<file path="src/design/hsd_pkg.sv">
// hsd_pkg: shared types and constants for the secded block decoder
`default_nettype none

package hsd_pkg;

  localparam int unsigned BYTE_W   = 8;
  localparam int unsigned CFG_W    = 4;
  localparam int unsigned STATUS_W = 2;
  localparam int unsigned MIN_LOG2 = 3;

  localparam logic [STATUS_W-1:0] STATUS_CLEAN     = 2'd0;
  localparam logic [STATUS_W-1:0] STATUS_CORRECTED = 2'd1;
  localparam logic [STATUS_W-1:0] STATUS_DROPPED   = 2'd2;

  typedef enum logic [1:0] {
    ST_COLLECT,
    ST_EXTRACT,
    ST_FINISH
  } state_e;

  // control from the sequencer to the bit packer
  typedef struct packed {
    logic clear;
    logic step;
    logic first;
    logic pow2;
  } pack_ctrl_t;

  // packer status back to the sequencer
  typedef struct packed {
    logic              full;
    logic [BYTE_W-1:0] data;
  } pack_stat_t;

endpackage

`default_nettype wire

</file>
<file path="src/design/hsd_in_if.sv">
// hsd_in_if: coded byte channel
`default_nettype none

interface hsd_in_if;
  import hsd_pkg::*;

  logic              valid;
  logic              ready;
  logic [BYTE_W-1:0] coded_byte;

  modport source (output valid, output coded_byte, input ready);
  modport sink   (input valid, input coded_byte, output ready);
endinterface

`default_nettype wire

</file>
<file path="src/design/hsd_out_if.sv">
// hsd_out_if: decoded result channel
`default_nettype none

interface hsd_out_if;
  import hsd_pkg::*;

  logic                valid;
  logic                ready;
  logic [BYTE_W-1:0]   data_byte;
  logic                byte_valid;
  logic [STATUS_W-1:0] status;
  logic                last;

  modport source (output valid, output data_byte, output byte_valid, output status,
                  output last, input ready);
  modport sink   (input valid, input data_byte, input byte_valid, input status,
                  input last, output ready);
endinterface

`default_nettype wire

</file>
<file path="src/design/hsd_packer.sv">
// hsd_packer: picks the data bits of one block byte and packs them into output bytes
`default_nettype none

module hsd_packer
  import hsd_pkg::*;
(
  input  wire logic              clk_i,
  input  wire logic              rst_ni,
  input  wire pack_ctrl_t        ctrl_i,
  input  wire logic [BYTE_W-1:0] byte_i,
  output pack_stat_t             stat_o
);

  logic [BYTE_W-1:0]   partial_q, partial_d;
  logic [2:0]          cnt_q, cnt_d;
  logic [BYTE_W-1:0]   digit;
  logic [3:0]          nbits;
  logic [2*BYTE_W-1:0] merged;
  logic [3:0]          sum;

  // byte 0 holds data at 3,5,6,7; a power-of-two byte loses its bit 0
  always_comb begin
    priority if (ctrl_i.first) begin
      digit = {4'd0, byte_i[7], byte_i[6], byte_i[5], byte_i[3]};
      nbits = 4'd4;
    end else if (ctrl_i.pow2) begin
      digit = {1'b0, byte_i[7:1]};
      nbits = 4'd7;
    end else begin
      digit = byte_i;
      nbits = 4'd8;
    end
  end

  assign merged = {{BYTE_W{1'b0}}, partial_q} | ({{BYTE_W{1'b0}}, digit} << cnt_q);
  assign sum    = {1'b0, cnt_q} + nbits;

  assign stat_o.full = sum[3];
  assign stat_o.data = merged[BYTE_W-1:0];

  always_comb begin
    partial_d = partial_q;
    cnt_d     = cnt_q;
    if (ctrl_i.clear) begin
      partial_d = '0;
      cnt_d     = '0;
    end else if (ctrl_i.step) begin
      if (sum[3]) begin
        partial_d = merged[2*BYTE_W-1:BYTE_W];
      end else begin
        partial_d = merged[BYTE_W-1:0];
      end
      cnt_d = sum[2:0];
    end
  end

  always_ff @(posedge clk_i or negedge rst_ni) begin
    if (!rst_ni) begin
      partial_q <= '0;
      cnt_q     <= '0;
    end else begin
      partial_q <= partial_d;
      cnt_q     <= cnt_d;
    end
  end

endmodule

`default_nettype wire

</file>
<file path="src/design/hamming_secded_block_decoder_top.sv">
// hamming_secded_block_decoder_top: extended hamming secded block decoder
//
//   channel   dir  handshake      payload
//   coded_i   in   valid/ready    coded_byte[7:0]
//   result_o  out  valid/ready    data_byte[7:0] byte_valid status[1:0] last
//   cfg       in   cfg_we_i       cfg_wdata_i[3:0] (block_log2)
//
// a coded byte is taken only in the collect state; syndrome and parity build up per byte.
// at a block end of B = 2^(block_log2-3) bytes the block store is read back one
// byte per cycle (one port, registered read), then the finish state sends the
// last result; no coded byte is taken before the finish state is done.
// a dropped block skips the readback and goes straight to the finish state.
// a held output stalls the readback only when a second data byte is due.
// reset clears control state at once; the block store needs no clearing.
`default_nettype none

module hamming_secded_block_decoder_top
  import hsd_pkg::*;
#(
  parameter int unsigned MAX_BLOCK_LOG2 = 9
) (
  input  wire logic             clk_i,
  input  wire logic             rst_ni,
  input  wire logic             cfg_we_i,
  input  wire logic [CFG_W-1:0] cfg_wdata_i,
  hsd_in_if.sink                coded_i,
  hsd_out_if.source             result_o
);

  localparam int unsigned AW    = (MAX_BLOCK_LOG2 > MIN_LOG2) ? MAX_BLOCK_LOG2 - MIN_LOG2 : 1;
  localparam int unsigned KW    = AW + 1;
  localparam int unsigned PW    = AW + 3;
  localparam int unsigned DEPTH = 1 << AW;

  state_e state_q, state_d;

  logic [CFG_W-1:0]    cfg_q;
  logic [CFG_W-1:0]    eff_log2;
  logic [KW-1:0]       nbytes;

  logic [AW-1:0]       idx_q;
  logic [PW-1:0]       syn_q, syn_n, flip_q;
  logic                par_q, par_n, bit0_q, bit0_n;
  logic [STATUS_W-1:0] status_q;

  logic [BYTE_W-1:0]   mem [DEPTH];
  logic [BYTE_W-1:0]   rdata_q, rdata_fix;
  logic [AW-1:0]       rk_q;
  logic                rvalid_q;
  logic [KW-1:0]       k_q;

  logic                pend_valid_q;
  logic [BYTE_W-1:0]   pend_byte_q;

  logic                out_valid_q;
  logic [BYTE_W-1:0]   out_byte_q;
  logic                out_bvalid_q;
  logic [STATUS_W-1:0] out_status_q;
  logic                out_last_q;

  logic [BYTE_W-1:0]   byte_m;
  logic                odd;
  logic [2:0]          jx;
  logic                is_end;
  logic                in_fire, in_ready;
  logic                out_free, rd_done, issue, proc_fire, push_mid, fin_fire;
  pack_ctrl_t          pk_ctrl;
  pack_stat_t          pk_stat;

  // clamp the block length register to the supported range
  always_comb begin
    priority if (cfg_q < CFG_W'(MIN_LOG2)) begin
      eff_log2 = CFG_W'(MIN_LOG2);
    end else if (cfg_q > CFG_W'(MAX_BLOCK_LOG2)) begin
      eff_log2 = CFG_W'(MAX_BLOCK_LOG2);
    end else begin
      eff_log2 = cfg_q;
    end
  end

  assign nbytes = KW'(1) << (eff_log2 - CFG_W'(MIN_LOG2));

  // per byte: position bit 0 is not covered; high index bits enter on odd weight
  assign byte_m = (idx_q == '0) ? {coded_i.coded_byte[7:1], 1'b0} : coded_i.coded_byte;
  assign odd    = ^byte_m;
  assign jx[0]  = byte_m[1] ^ byte_m[3] ^ byte_m[5] ^ byte_m[7];
  assign jx[1]  = byte_m[2] ^ byte_m[3] ^ byte_m[6] ^ byte_m[7];
  assign jx[2]  = byte_m[4] ^ byte_m[5] ^ byte_m[6] ^ byte_m[7];
  assign syn_n  = syn_q ^ (odd ? {idx_q, 3'b000} : '0) ^ {{AW{1'b0}}, jx};
  assign par_n  = par_q ^ odd;
  assign bit0_n = (idx_q == '0) ? coded_i.coded_byte[0] : bit0_q;
  assign is_end = ({1'b0, idx_q} + KW'(1)) == nbytes;

  assign out_free  = !out_valid_q || result_o.ready;
  assign rd_done   = (k_q == nbytes);
  assign proc_fire = rvalid_q && (!pk_stat.full || !pend_valid_q || out_free);
  assign issue     = (state_q == ST_EXTRACT) && !rd_done && (!rvalid_q || proc_fire);
  assign push_mid  = proc_fire && pk_stat.full && pend_valid_q;
  assign fin_fire  = (state_q == ST_FINISH) && out_free;
  assign in_fire   = coded_i.valid && in_ready;

  // next state
  always_comb begin
    state_d = state_q;
    unique case (state_q)
      ST_COLLECT: begin
        if (in_fire && is_end) begin
          if ((syn_n != '0) && (par_n == bit0_n)) begin
            state_d = ST_FINISH;
          end else begin
            state_d = ST_EXTRACT;
          end
        end
      end
      ST_EXTRACT: begin
        if (rd_done && !rvalid_q) begin
          state_d = ST_FINISH;
        end
      end
      ST_FINISH: begin
        if (fin_fire) begin
          state_d = ST_COLLECT;
        end
      end
      default: state_d = ST_COLLECT;
    endcase
  end

  // outputs of the sequencer
  always_comb begin
    in_ready = 1'b0;
    unique case (state_q)
      ST_COLLECT: in_ready = 1'b1;
      ST_EXTRACT: in_ready = 1'b0;
      ST_FINISH:  in_ready = 1'b0;
      default:    in_ready = 1'b0;
    endcase
  end

  assign coded_i.ready = in_ready;

  always_ff @(posedge clk_i or negedge rst_ni) begin
    if (!rst_ni) begin
      state_q <= ST_COLLECT;
    end else begin
      state_q <= state_d;
    end
  end

  // block accumulation and configuration
  always_ff @(posedge clk_i or negedge rst_ni) begin
    if (!rst_ni) begin
      cfg_q    <= CFG_W'(MIN_LOG2);
      idx_q    <= '0;
      syn_q    <= '0;
      par_q    <= 1'b0;
      bit0_q   <= 1'b0;
      status_q <= STATUS_CLEAN;
      flip_q   <= '0;
    end else begin
      if (in_fire) begin
        bit0_q <= bit0_n;
        if (is_end) begin
          idx_q  <= '0;
          syn_q  <= '0;
          par_q  <= 1'b0;
          flip_q <= syn_n;
          if (syn_n == '0) begin
            status_q <= STATUS_CLEAN;
          end else if (par_n != bit0_n) begin
            status_q <= STATUS_CORRECTED;
          end else begin
            status_q <= STATUS_DROPPED;
          end
        end else begin
          idx_q <= idx_q + AW'(1);
          syn_q <= syn_n;
          par_q <= par_n;
        end
      end
      if (cfg_we_i) begin
        cfg_q <= cfg_wdata_i;
        idx_q <= '0;
        syn_q <= '0;
        par_q <= 1'b0;
      end
    end
  end

  // block store: one write port, one registered read port
  always_ff @(posedge clk_i) begin
    if (in_fire) begin
      mem[idx_q] <= coded_i.coded_byte;
    end
    if (issue) begin
      rdata_q <= mem[k_q[AW-1:0]];
      rk_q    <= k_q[AW-1:0];
    end
  end

  always_ff @(posedge clk_i or negedge rst_ni) begin
    if (!rst_ni) begin
      rvalid_q <= 1'b0;
      k_q      <= '0;
    end else begin
      if (in_fire && is_end) begin
        k_q <= '0;
      end else if (issue) begin
        k_q <= k_q + KW'(1);
      end
      if (issue) begin
        rvalid_q <= 1'b1;
      end else if (proc_fire) begin
        rvalid_q <= 1'b0;
      end
    end
  end

  // single error correction is applied on the way out of the store
  always_comb begin
    rdata_fix = rdata_q;
    if ((status_q == STATUS_CORRECTED) && (flip_q[PW-1:3] == rk_q)) begin
      rdata_fix[flip_q[2:0]] = ~rdata_q[flip_q[2:0]];
    end
  end

  assign pk_ctrl.clear = cfg_we_i;
  assign pk_ctrl.step  = proc_fire;
  assign pk_ctrl.first = (rk_q == '0);
  assign pk_ctrl.pow2  = $onehot(rk_q);

  hsd_packer u_packer (
    .clk_i  (clk_i),
    .rst_ni (rst_ni),
    .ctrl_i (pk_ctrl),
    .byte_i (rdata_fix),
    .stat_o (pk_stat)
  );

  // one finished byte is held back until it is known whether it is the last
  always_ff @(posedge clk_i or negedge rst_ni) begin
    if (!rst_ni) begin
      pend_valid_q <= 1'b0;
    end else begin
      if (proc_fire && pk_stat.full) begin
        pend_valid_q <= 1'b1;
      end else if (fin_fire) begin
        pend_valid_q <= 1'b0;
      end
    end
  end

  always_ff @(posedge clk_i) begin
    if (proc_fire && pk_stat.full) begin
      pend_byte_q <= pk_stat.data;
    end
  end

  always_ff @(posedge clk_i or negedge rst_ni) begin
    if (!rst_ni) begin
      out_valid_q <= 1'b0;
    end else begin
      if (push_mid || fin_fire) begin
        out_valid_q <= 1'b1;
      end else if (result_o.ready) begin
        out_valid_q <= 1'b0;
      end
    end
  end

  always_ff @(posedge clk_i) begin
    if (push_mid) begin
      out_byte_q   <= pend_byte_q;
      out_bvalid_q <= 1'b1;
      out_status_q <= status_q;
      out_last_q   <= 1'b0;
    end else if (fin_fire) begin
      out_byte_q   <= pend_valid_q ? pend_byte_q : '0;
      out_bvalid_q <= pend_valid_q;
      out_status_q <= status_q;
      out_last_q   <= 1'b1;
    end
  end

  assign result_o.valid      = out_valid_q;
  assign result_o.data_byte  = out_byte_q;
  assign result_o.byte_valid = out_bvalid_q;
  assign result_o.status     = out_status_q;
  assign result_o.last       = out_last_q;

  a_read_in_extract: assert property (@(posedge clk_i) disable iff (!rst_ni)
    rvalid_q |-> (state_q == ST_EXTRACT))
    else $error("store read data outside readback");

  a_pend_scope: assert property (@(posedge clk_i) disable iff (!rst_ni)
    pend_valid_q |-> (state_q == ST_EXTRACT) || (state_q == ST_FINISH))
    else $error("held byte outside block end");

  a_read_bound: assert property (@(posedge clk_i) disable iff (!rst_ni)
    (state_q == ST_EXTRACT) |-> (k_q <= nbytes))
    else $error("readback past block end");

  a_drop_shape: assert property (@(posedge clk_i) disable iff (!rst_ni)
    (out_valid_q && (out_status_q == STATUS_DROPPED)) |-> (!out_bvalid_q && out_last_q))
    else $error("dropped block result carries data");

  a_no_drop_read: assert property (@(posedge clk_i) disable iff (!rst_ni)
    (state_q == ST_EXTRACT) |-> (status_q != STATUS_DROPPED))
    else $error("readback of a dropped block");

endmodule

`default_nettype wire

</file>
<file path="src/flat_wrapper.sv">
// flat-port wrapper written by rule: the top's interface ports become plain ports
module hamming_secded_block_decoder_top_flat import hsd_pkg::*;
#(
  parameter int unsigned MAX_BLOCK_LOG2 = 9
)
  (clk_i, rst_ni, cfg_we_i, cfg_wdata_i, coded_i_valid, coded_i_coded_byte, coded_i_ready, result_o_valid, result_o_data_byte, result_o_byte_valid, result_o_status, result_o_last, result_o_ready);
  hsd_in_if coded_i_i ();
  hsd_out_if result_o_i ();
  input  wire logic clk_i;
  input  wire logic rst_ni;
  input  wire logic cfg_we_i;
  input  wire logic [CFG_W-1:0] cfg_wdata_i;
  input wire logic [$bits(coded_i_i.valid)-1:0] coded_i_valid;
  input wire logic [$bits(coded_i_i.coded_byte)-1:0] coded_i_coded_byte;
  output wire logic [$bits(coded_i_i.ready)-1:0] coded_i_ready;
  output wire logic [$bits(result_o_i.valid)-1:0] result_o_valid;
  output wire logic [$bits(result_o_i.data_byte)-1:0] result_o_data_byte;
  output wire logic [$bits(result_o_i.byte_valid)-1:0] result_o_byte_valid;
  output wire logic [$bits(result_o_i.status)-1:0] result_o_status;
  output wire logic [$bits(result_o_i.last)-1:0] result_o_last;
  input wire logic [$bits(result_o_i.ready)-1:0] result_o_ready;
  assign coded_i_i.valid = coded_i_valid;
  assign coded_i_i.coded_byte = coded_i_coded_byte;
  assign coded_i_ready = coded_i_i.ready;
  assign result_o_valid = result_o_i.valid;
  assign result_o_data_byte = result_o_i.data_byte;
  assign result_o_byte_valid = result_o_i.byte_valid;
  assign result_o_status = result_o_i.status;
  assign result_o_last = result_o_i.last;
  assign result_o_i.ready = result_o_ready;
  hamming_secded_block_decoder_top #(.MAX_BLOCK_LOG2(MAX_BLOCK_LOG2)) u_core (.clk_i(clk_i), .rst_ni(rst_ni), .cfg_we_i(cfg_we_i), .cfg_wdata_i(cfg_wdata_i), .coded_i(coded_i_i), .result_o(result_o_i));
endmodule
</file>
<file path="config.mk">
export PLATFORM = sky130hd
export DESIGN_NAME = hamming_secded_block_decoder_top_flat
export DESIGN_NICKNAME = d
export VERILOG_FILES = /design/src/design/hsd_pkg.sv /design/src/design/hsd_in_if.sv /design/src/design/hsd_out_if.sv /design/src/design/hsd_packer.sv /design/src/design/hamming_secded_block_decoder_top.sv /design/src/flat_wrapper.sv
export SDC_FILE = /design/constraint.sdc
export NUM_CORES = 1
export LEC_CHECK = 0
export BUFFER_PORTS_ARGS = -buffer_cell sky130_fd_sc_hd__buf_2
export CORE_ASPECT_RATIO = 0.75
export CORE_MARGIN = 4
export CORE_UTILIZATION = 40
export CTS_CLUSTER_DIAMETER = 200
export DETAILED_ROUTE_END_ITERATION = 10
export PLACE_DENSITY = 0.57
export SLEW_MARGIN = 10
export SYNTH_ARGS = -nofsm -noshare
export SYNTH_HDL_FRONTEND = slang
export SYNTH_SLANG_ARGS = --single-unit
</file>
<file path="constraint.sdc">
create_clock -name clk_i -period 7.15 [get_ports clk_i]
set_input_delay 1.43 -clock clk_i [delete_from_list [all_inputs] [get_ports clk_i]]
set_output_delay 1.43 -clock clk_i [all_outputs]
set_load 0.02 [all_outputs]
</file>
## After elaboration in Yosys (flattened, before gate mapping)

Memory sizes are Yosys's and may differ from the RTL's. A register that Yosys moved wholly into a read port is not among the register bits.
Index checks and enable logic that the tools add are counted.

| operators by class | value |
|---|---|
| $mul | 0 |
| shifts and indexed selects | 2 |
| div/mod/pow operators | 0 |
| $lt $le $gt $ge | 4 |
| add/subtract/negate cells | 10 |
| reductions and logical operators | 37 |
| eq/ne operators | 12 |
| muxes and demuxes | 52 |
| bitwise gates (word level) | 14 |

Operators by type and width:

| kind | count |
|---|---|
| two-way mux 8 bit | 9 |
| two-way mux 9 bit | 4 |
| two-way mux 6 bit | 3 |
| two-way mux 1 bit | 16 |
| two-way mux 2 bit | 8 |
| two-way mux 4 bit | 4 |
| bitwise OR 8 x 16 -> 16 bit | 1 |
| left shift 8 x 3 -> 16 bit | 1 |
| == test 7 bit | 2 |
| two-way mux 7 bit | 2 |
| nonzero test 2 bit | 7 |
| logical AND 1 bit | 12 |
| zero test 6 bit | 2 |
| bitwise XOR 1 bit | 10 |
| zero test 9 bit | 1 |
| nonzero test 9 bit | 1 |
| bitwise XOR 9 x 3 -> 9 bit | 1 |
| bitwise XOR 9 bit | 1 |
| bitwise mux 8 bit | 1 |
| parity 8 bit | 1 |
| adder 6 x 1 -> 7 bit (second input constant) | 1 |
| adder 7 x 1 -> 7 bit (second input constant) | 1 |
| left shift 1 x 4 -> 7 bit (first input constant) | 1 |
| adder 1 x 1 -> 2 bit | 3 |
| other kinds (26) | 38 |

| storage, ports and cells | value |
|---|---|
| latch bits | 0 |
| register bits after elaboration | 81 |
| memories kept | 1 |
| bits in writable memories | 512 |
| bits in read-only memories | 0 |

Memory list:

| memory | words | bits a word | rd ports | clocked after Yosys merged registers in | wr ports | line | text |
|---|---|---|---|---|---|---|---|
| u_core.mem | 64 | 8 | 1 | 1 | 1 | hamming_secded_block_decoder_top.sv:46 | `logic [BYTE_W-1:0] mem [DEPTH];` |

## Logic depth before layout (Yosys ltp)

| logic depth | value |
|---|---|
| depth in word-level cells | 15 |
| mapped depth | 16 |
| mapped depth without buffers | 16 |

## By module

A second synthesis with hierarchy kept.

| second synthesis, totals | value |
|---|---|
| cell total of the unflattened synthesis | 1382 |
| area total of the unflattened synthesis | 25275.5 um^2 |

Modules (own cells, without submodules):

| module | cells each | area an instance (um^2) | instances |
|---|---|---|---|
| hamming_secded_block_decoder_top | 1230 | 24044.3 | 1 |
| hsd_packer | 152 | 1231.2 | 1 |

## Least setup slack after synthesis

OpenSTA, ideal clock, no wires.

| timing path | value |
|---|---|
| path kind | flip-flop to flip-flop |
| start | register u_core.rk_q[0] |
| end | register u_core.rdata_q[0], read port of u_core.mem (enable) |
| period minus slack after synthesis | 4106 ps |
| cell stages (with the launch flop) | 15 |
| arrival | 3717 ps |
| path buffers | 0 |
| data required time | 6761 ps |
| path slack | 3044 ps |
| setup time | 389 ps |
| path through | edfxtp_1 inv_1 ha_1 fa_1 ha_1 xnor2_1 a21oi_1 clkinv_1 ha_1 o21ai_0 nand3_1 a22o_1 nand2_1 nor2_1 nor2_1 |

| between the ends | value |
|---|---|
| word-level cells in the longest chain between the ends | 13 |
| elaborated cells on any way between the ends | 14 |
| classes of those cells | add/sub (4); eq/ne (1); mux (2); reduce/logical (7) |

Ends and longest elaborated chain:

| item | line | text |
|---|---|---|
| start: declaration | hamming_secded_block_decoder_top.sv:48 | `logic [AW-1:0] rk_q;` |
| start signal: assignment | hamming_secded_block_decoder_top.sv:197 | `rk_q <= k_q[AW-1:0];` |
| adder 1 x 1 -> 2 bit (not written as such) | hamming_secded_block_decoder_top.sv:230 | `assign pk_ctrl.pow2 = $onehot(rk_q);` |
| adder 3 bit (not written as such) (2 in series) | hamming_secded_block_decoder_top.sv:230 |  |
| == test 3 x 1 -> 1 bit | hamming_secded_block_decoder_top.sv:230 |  |
| two-way mux 4 bit | hsd_packer.sv:26 | `end else if (ctrl_i.pow2) begin` |
| two-way mux 4 bit (*) | hsd_packer.sv:23 | `priority if (ctrl_i.first) begin` |
| adder 3 x 4 -> 4 bit (*) | hsd_packer.sv:36 | `assign sum = {1'b0, cnt_q} + nbits;` |
| zero test 1 bit (*) | hamming_secded_block_decoder_top.sv:96 | `assign proc_fire = rvalid_q && (!pk_stat.full \|\| !pend_valid_q \|\| out_free);` |
| logical OR 1 bit (*) (2 in series) | hamming_secded_block_decoder_top.sv:96 |  |
| logical AND 1 bit (*) | hamming_secded_block_decoder_top.sv:96 |  |
| logical OR 1 bit (*) | hamming_secded_block_decoder_top.sv:97 | `assign issue = (state_q == ST_EXTRACT) && !rd_done && (!rvalid_q \|\| proc_fire);` |
| logical AND 1 bit (*) | hamming_secded_block_decoder_top.sv:97 |  |
| net u_core.issue | hamming_secded_block_decoder_top.sv:66 | `logic out_free, rd_done, issue, proc_fire, push_mid, fin_fire;` |
| end: declaration | hamming_secded_block_decoder_top.sv:47 | `logic [BYTE_W-1:0] rdata_q, rdata_fix;` |

The timed path passes the listed nets; every way through them passes the cells marked *.
A chain may end at the register's enable or synchronous reset.

## Worst setup path in the final report

| timing path | value |
|---|---|
| start | register u_core.rk_q[1] |
| end | register u_core.out_byte_q[4], in the netlist u_core.result_o.data_byte[4] (enable) |

| between the ends | value |
|---|---|
| word-level cells in the longest chain between the ends | 14 |
| elaborated cells on any way between the ends | 15 |
| classes of those cells | add/sub (4); eq/ne (1); mux (2); reduce/logical (8) |

Ends and longest elaborated chain:

| item | line | text |
|---|---|---|
| adder 1 x 1 -> 2 bit (not written as such) | hamming_secded_block_decoder_top.sv:230 |  |
| adder 3 bit (not written as such) (2 in series) | hamming_secded_block_decoder_top.sv:230 |  |
| == test 3 x 1 -> 1 bit | hamming_secded_block_decoder_top.sv:230 |  |
| two-way mux 4 bit | hsd_packer.sv:26 |  |
| two-way mux 4 bit (*) | hsd_packer.sv:23 |  |
| adder 3 x 4 -> 4 bit (*) | hsd_packer.sv:36 |  |
| zero test 1 bit | hamming_secded_block_decoder_top.sv:96 |  |
| logical OR 1 bit (2 in series) | hamming_secded_block_decoder_top.sv:96 |  |
| logical AND 1 bit | hamming_secded_block_decoder_top.sv:96 |  |
| logical AND 1 bit (*) (2 in series) | hamming_secded_block_decoder_top.sv:98 | `assign push_mid = proc_fire && pk_stat.full && pend_valid_q;` |
| nonzero test 2 bit (no source line) (*) | n/a |  |
| end signal: assignment | hamming_secded_block_decoder_top.sv:273 | `out_byte_q <= pend_byte_q;` |
| end signal: assignment | hamming_secded_block_decoder_top.sv:278 | `out_byte_q <= pend_valid_q ? pend_byte_q : '0;` |
| end: declaration | hamming_secded_block_decoder_top.sv:56 | `logic [BYTE_W-1:0] out_byte_q;` |

Mark *: on every way between the ends. The rest lies on a longest branch, timed or not.

==> metrics.cfg <==
[status]
status=complete, no violations

[yosys]
ys_warn_count=0
syn-num-nets=1459
yosysTopAreaCellShare_pct=64.20
synth_edf_count=544
synthesis.instances=1428
synth_area_um2=25440
yosys.area.top_type=sky130_fd_sc_hd__edfxtp_1
synth_most_common_cell=sky130_fd_sc_hd__edfxtp_1
synth_cell_types=81
netlist_top_cells_area=sky130_fd_sc_hd__edfxtp_1 (64%), sky130_fd_sc_hd__mux4_2 (15%), sky130_fd_sc_hd__dfrtp_1 (5.2%)
asyncSetResetFlopFracSynth_pct=9.151
synthesis.area_per_instance_um2=17.82
synth-seq-cells=601
synth_common_cells=sky130_fd_sc_hd__edfxtp_1 (544), sky130_fd_sc_hd__mux4_2 (170), sky130_fd_sc_hd__nor2_1 (111), sky130_fd_sc_hd__nand2_1 (68), sky130_fd_sc_hd__dfrtp_1 (53)
ys_dominant_reg_cell=sky130_fd_sc_hd__edfxtp_1
synth-seq-area-share_pct=69.78

[placed_design]
dp_hpwl_mm=37.09
numPortBuffers=30
pre_cts_slack_ns=2.321
routabilityCongestion=0.8118
place.detailed.instances=2240

[drt]
drt_drc_violations_left=0
drtIter0Drc=1396
first_pass_iters=6
detail_route.wl_per_cell_um=24.96
antenna_violating_nets_post_route=0
postRouteWirelength_mm=58.65
dr_total_vias=13271
vias_per_cell=5.647

[die]
die_x_um=299.2
start_util_pct=40.73
fp.dieArea_um2=67750
i_o_pins=31
die_h_um=226.4
placement_rows=79
design.core.area_um2=62470

[cts]
clock_sink_count=601
inserted_clock_buffers=59
clock-root-buffer=sky130_fd_sc_hd__clkbuf_16
ctsHoldBuffers=0
htree_levels=2
post_cts_buffers=0
clk_transition_reported_paths_ns=0.06
tritoncts=done
clock_insertion_delay_worst_skew_ns=0.63
post_cts_resize_count=0
ctsLongestPathBuffers=3

[critical_path]
critPathCaptureType=register
reg2reg_from=u_core.rk_q[1]
crit_path_start=u_core.rk_q[1]
worst_ep_arrival_time_ns=5.04
worstSetupStartpointType=register
worst-endpoint-required_ns=7.40
timing.setup.critical_path_class=register to register
timing.critical_path.to=u_core.result_o.data_byte[4]
terminus_of_the_critical_flop_to_flop_path=u_core.result_o.data_byte[4]
worstPathMaxFanout=13
slowest_stage=sky130_fd_sc_hd__inv_1
most_frequent_cell_on_the_critical_path=sky130_fd_sc_hd__ha_1
slowest_delay_ns=0.45
timing.reg2reg.setup_slack_ns=2.36
reg2reg_depth=15
worstPathCellList=inv_1 > ha_1 > fa_1 > ha_1 > xnor2_1 > a21oi_1 > clkinv_1 > ha_1 > o21ai_0 > nand3_1 > a22o_1 > nand3_1 > inv_1 > nand2_1 > nand2_1

[cells_and_area]
final_layout_size_suffix_gt1_share_pct=21.88
final_core_util_pct=45.36
finalNetCount=1482
syn2layout_area_growth_pct=11.37
layout.cells.non_filler=2350

[grt]
grt.total_usage_pct=17.37
grt_max_degree=79
grt_pass1_wl_mm=87.57
first_global_vias=13024
global_route.overflow_total=0
number_of_antenna_violations_at_the_first_check_in_global_routing=2

[pwr]
total_leakage_power_uw=0.009012
vdd.ir_drop.worst_mv=0.2338
power_density_over_cell_area_nw_per_um2=398.4

[timing]
grt_setup_unrepaired=no
final.hold.worst_slack_ns=0.4465
skew_ns=0.02561
max-slew-margin-rel_pct=22.16
hold_violations=0
final-max-slew-violation-count=0
setup-violations-final=0
tightest_slew_ns=1.168
post-route-min-period_ns=4.792
setup_total_negative_slack_ns=0
max_clock_freq_ghz=0.2087
finalCritPeriodShare_pct=67.03
finalWorstSetupSlack_ns=2.358

[flow_run]
cap_viol_max_count=0

[hold_path]
min_path_type=register to register

## area by class of cell
cell class | instances | area [um^2]
diodes | 1 | 2.502
clock buffers | 76 | 1560
clock inverters | 33 | 351.6
fillers | 5439 | 34130
repair buffers | 43 | 262.8
inverters | 24 | 90.09
multi-input cells | 722 | 7243
flip-flops and latches | 601 | 17760
well taps | 850 | 1064
## state kept, by name (all words and copies together) (netlist names)
signal	flops
u_core.par_q	1
u_core.cfg_q	4
u_core.bit0_q	1
u_core.result_o.byte_valid	1
u_core.u_packer.partial_q	8
u_core.result_o.last	1
u_core.flip_q	9
u_core.result_o.valid	1
u_core.pend_valid_q	1
u_core.mem	512
u_core.idx_q	6
u_core.status_q	2
u_core.rk_q	6
u_core.pend_byte_q	8
u_core.result_o.data_byte	8
u_core.u_packer.cnt_q	3
u_core.rvalid_q	1
u_core.rdata_q	8
u_core.result_o.status	2
u_core.state_q	2
u_core.k_q	7
u_core.syn_q	9
## worst min-delay path by stage
stage | from | endpoint | slack [ns] | cells after the start
after floorplan | u_core.k_q[2] | u_core.rk_q[2] | 0.42 | 0
after global placement | u_core.result_o.byte_valid | u_core.result_o.byte_valid | 0.43 | 2
after detailed placement | u_core.result_o.byte_valid | u_core.result_o.byte_valid | 0.44 | 2
after CTS | u_core.result_o.byte_valid | u_core.result_o.byte_valid | 0.45 | 2
after global routing | u_core.state_q[1] | u_core.state_q[0] | 0.50 | 1
final | u_core.result_o.byte_valid | u_core.result_o.byte_valid | 0.45 | 2
## cells in the final DEF, fill, tap and decap left out, types with 5 or more instances in the layout
cell type                   Yosys  routed
sky130_fd_sc_hd__a21o_1         9       9
sky130_fd_sc_hd__a21oi_1       30      30
sky130_fd_sc_hd__a22o_1         5       5
sky130_fd_sc_hd__a22oi_1        7       7
sky130_fd_sc_hd__and2_1        11      11
sky130_fd_sc_hd__buf_2          6      29
sky130_fd_sc_hd__buf_4          0      13
sky130_fd_sc_hd__bufinv_16      0       5
sky130_fd_sc_hd__clkbuf_1      52      15
sky130_fd_sc_hd__clkbuf_16      0      59
sky130_fd_sc_hd__clkinv_1       1      13
sky130_fd_sc_hd__clkinv_2       0       8
sky130_fd_sc_hd__dfrtp_1       53      50
sky130_fd_sc_hd__edfxtp_1     544     544
sky130_fd_sc_hd__ha_1          12      12
sky130_fd_sc_hd__inv_1         20      20
sky130_fd_sc_hd__mux2_2         7       7
sky130_fd_sc_hd__mux2i_1        9       9
sky130_fd_sc_hd__mux4_2       170     170
sky130_fd_sc_hd__nand2_1       68      68
sky130_fd_sc_hd__nand2b_1      13      13
sky130_fd_sc_hd__nand3_1       23      23
sky130_fd_sc_hd__nand3b_1       6       6
sky130_fd_sc_hd__nor2_1       111     111
sky130_fd_sc_hd__nor2b_1        7       7
sky130_fd_sc_hd__nor3_1        23      23
sky130_fd_sc_hd__nor4_1        10      10
sky130_fd_sc_hd__o21ai_0       40      40
sky130_fd_sc_hd__o31a_1         7       7
sky130_fd_sc_hd__or3_1         15      15
sky130_fd_sc_hd__xnor2_1       36      36
sky130_fd_sc_hd__xor2_1        11      11
## power by group
group          leakage, uW  internal, uW  total, uW  switching (uW)
Clock             0.000928          1730       3060            1330
Combinational      0.00244          1690       3720            2030
Sequential         0.00564          4140       4520             372
Total              0.00901          7560      11300            3730
## stage by stage
step	cell area [um^2]	total power [uW]
floorplan	25440	7165
global placement	26420	8320
detailed placement	26420	8328
CTS	28330	11400
global route	28330	11870
finish	28340	11290
## logic make-up (layout without fill, tap and decap cells)
family | Yosys count | in the layout | share of synthesized area [%]
multiplexers | 187 | 187 | 15.81
AO/OA/AOI/OAI | 155 | 155 | 4.082
AND/OR/NAND/NOR | 317 | 317 | 6.048
flip-flops | 601 | 601 | 69.78
adder cells (fa/ha/maj) | 14 | 14 | 0.7474
buffers and inverters | 105 | 176 | 1.755
other | 0 | 1 | 0
XOR/XNOR | 49 | 49 | 1.775
## layer usage
layer | up-vias | share of wire (%) | track usage, % | routed length (um)
li1 | 5770 | - | - | -
met1 | 7000 | 47 | 27.02 | 27580
met2 | 421 | 44 | 25.31 | 26010
met3 | 80 | 6.5 | 3.274 | 3832
met4 | 0 | 2.1 | 4.488 | 1234
met5 | - | 0 | 0 | 0
## critical path: cells and delay by family, from the launching register on
kind	cells	cell delay, ns
buf+inv	3	0.91
fa+ha+maj	4	1.33
compound gates	3	0.69
xor+xnor	1	0.19
flops	1	0.43
simple gates	4	0.86
No activity file was read; power rests on OpenSTA's default activity.
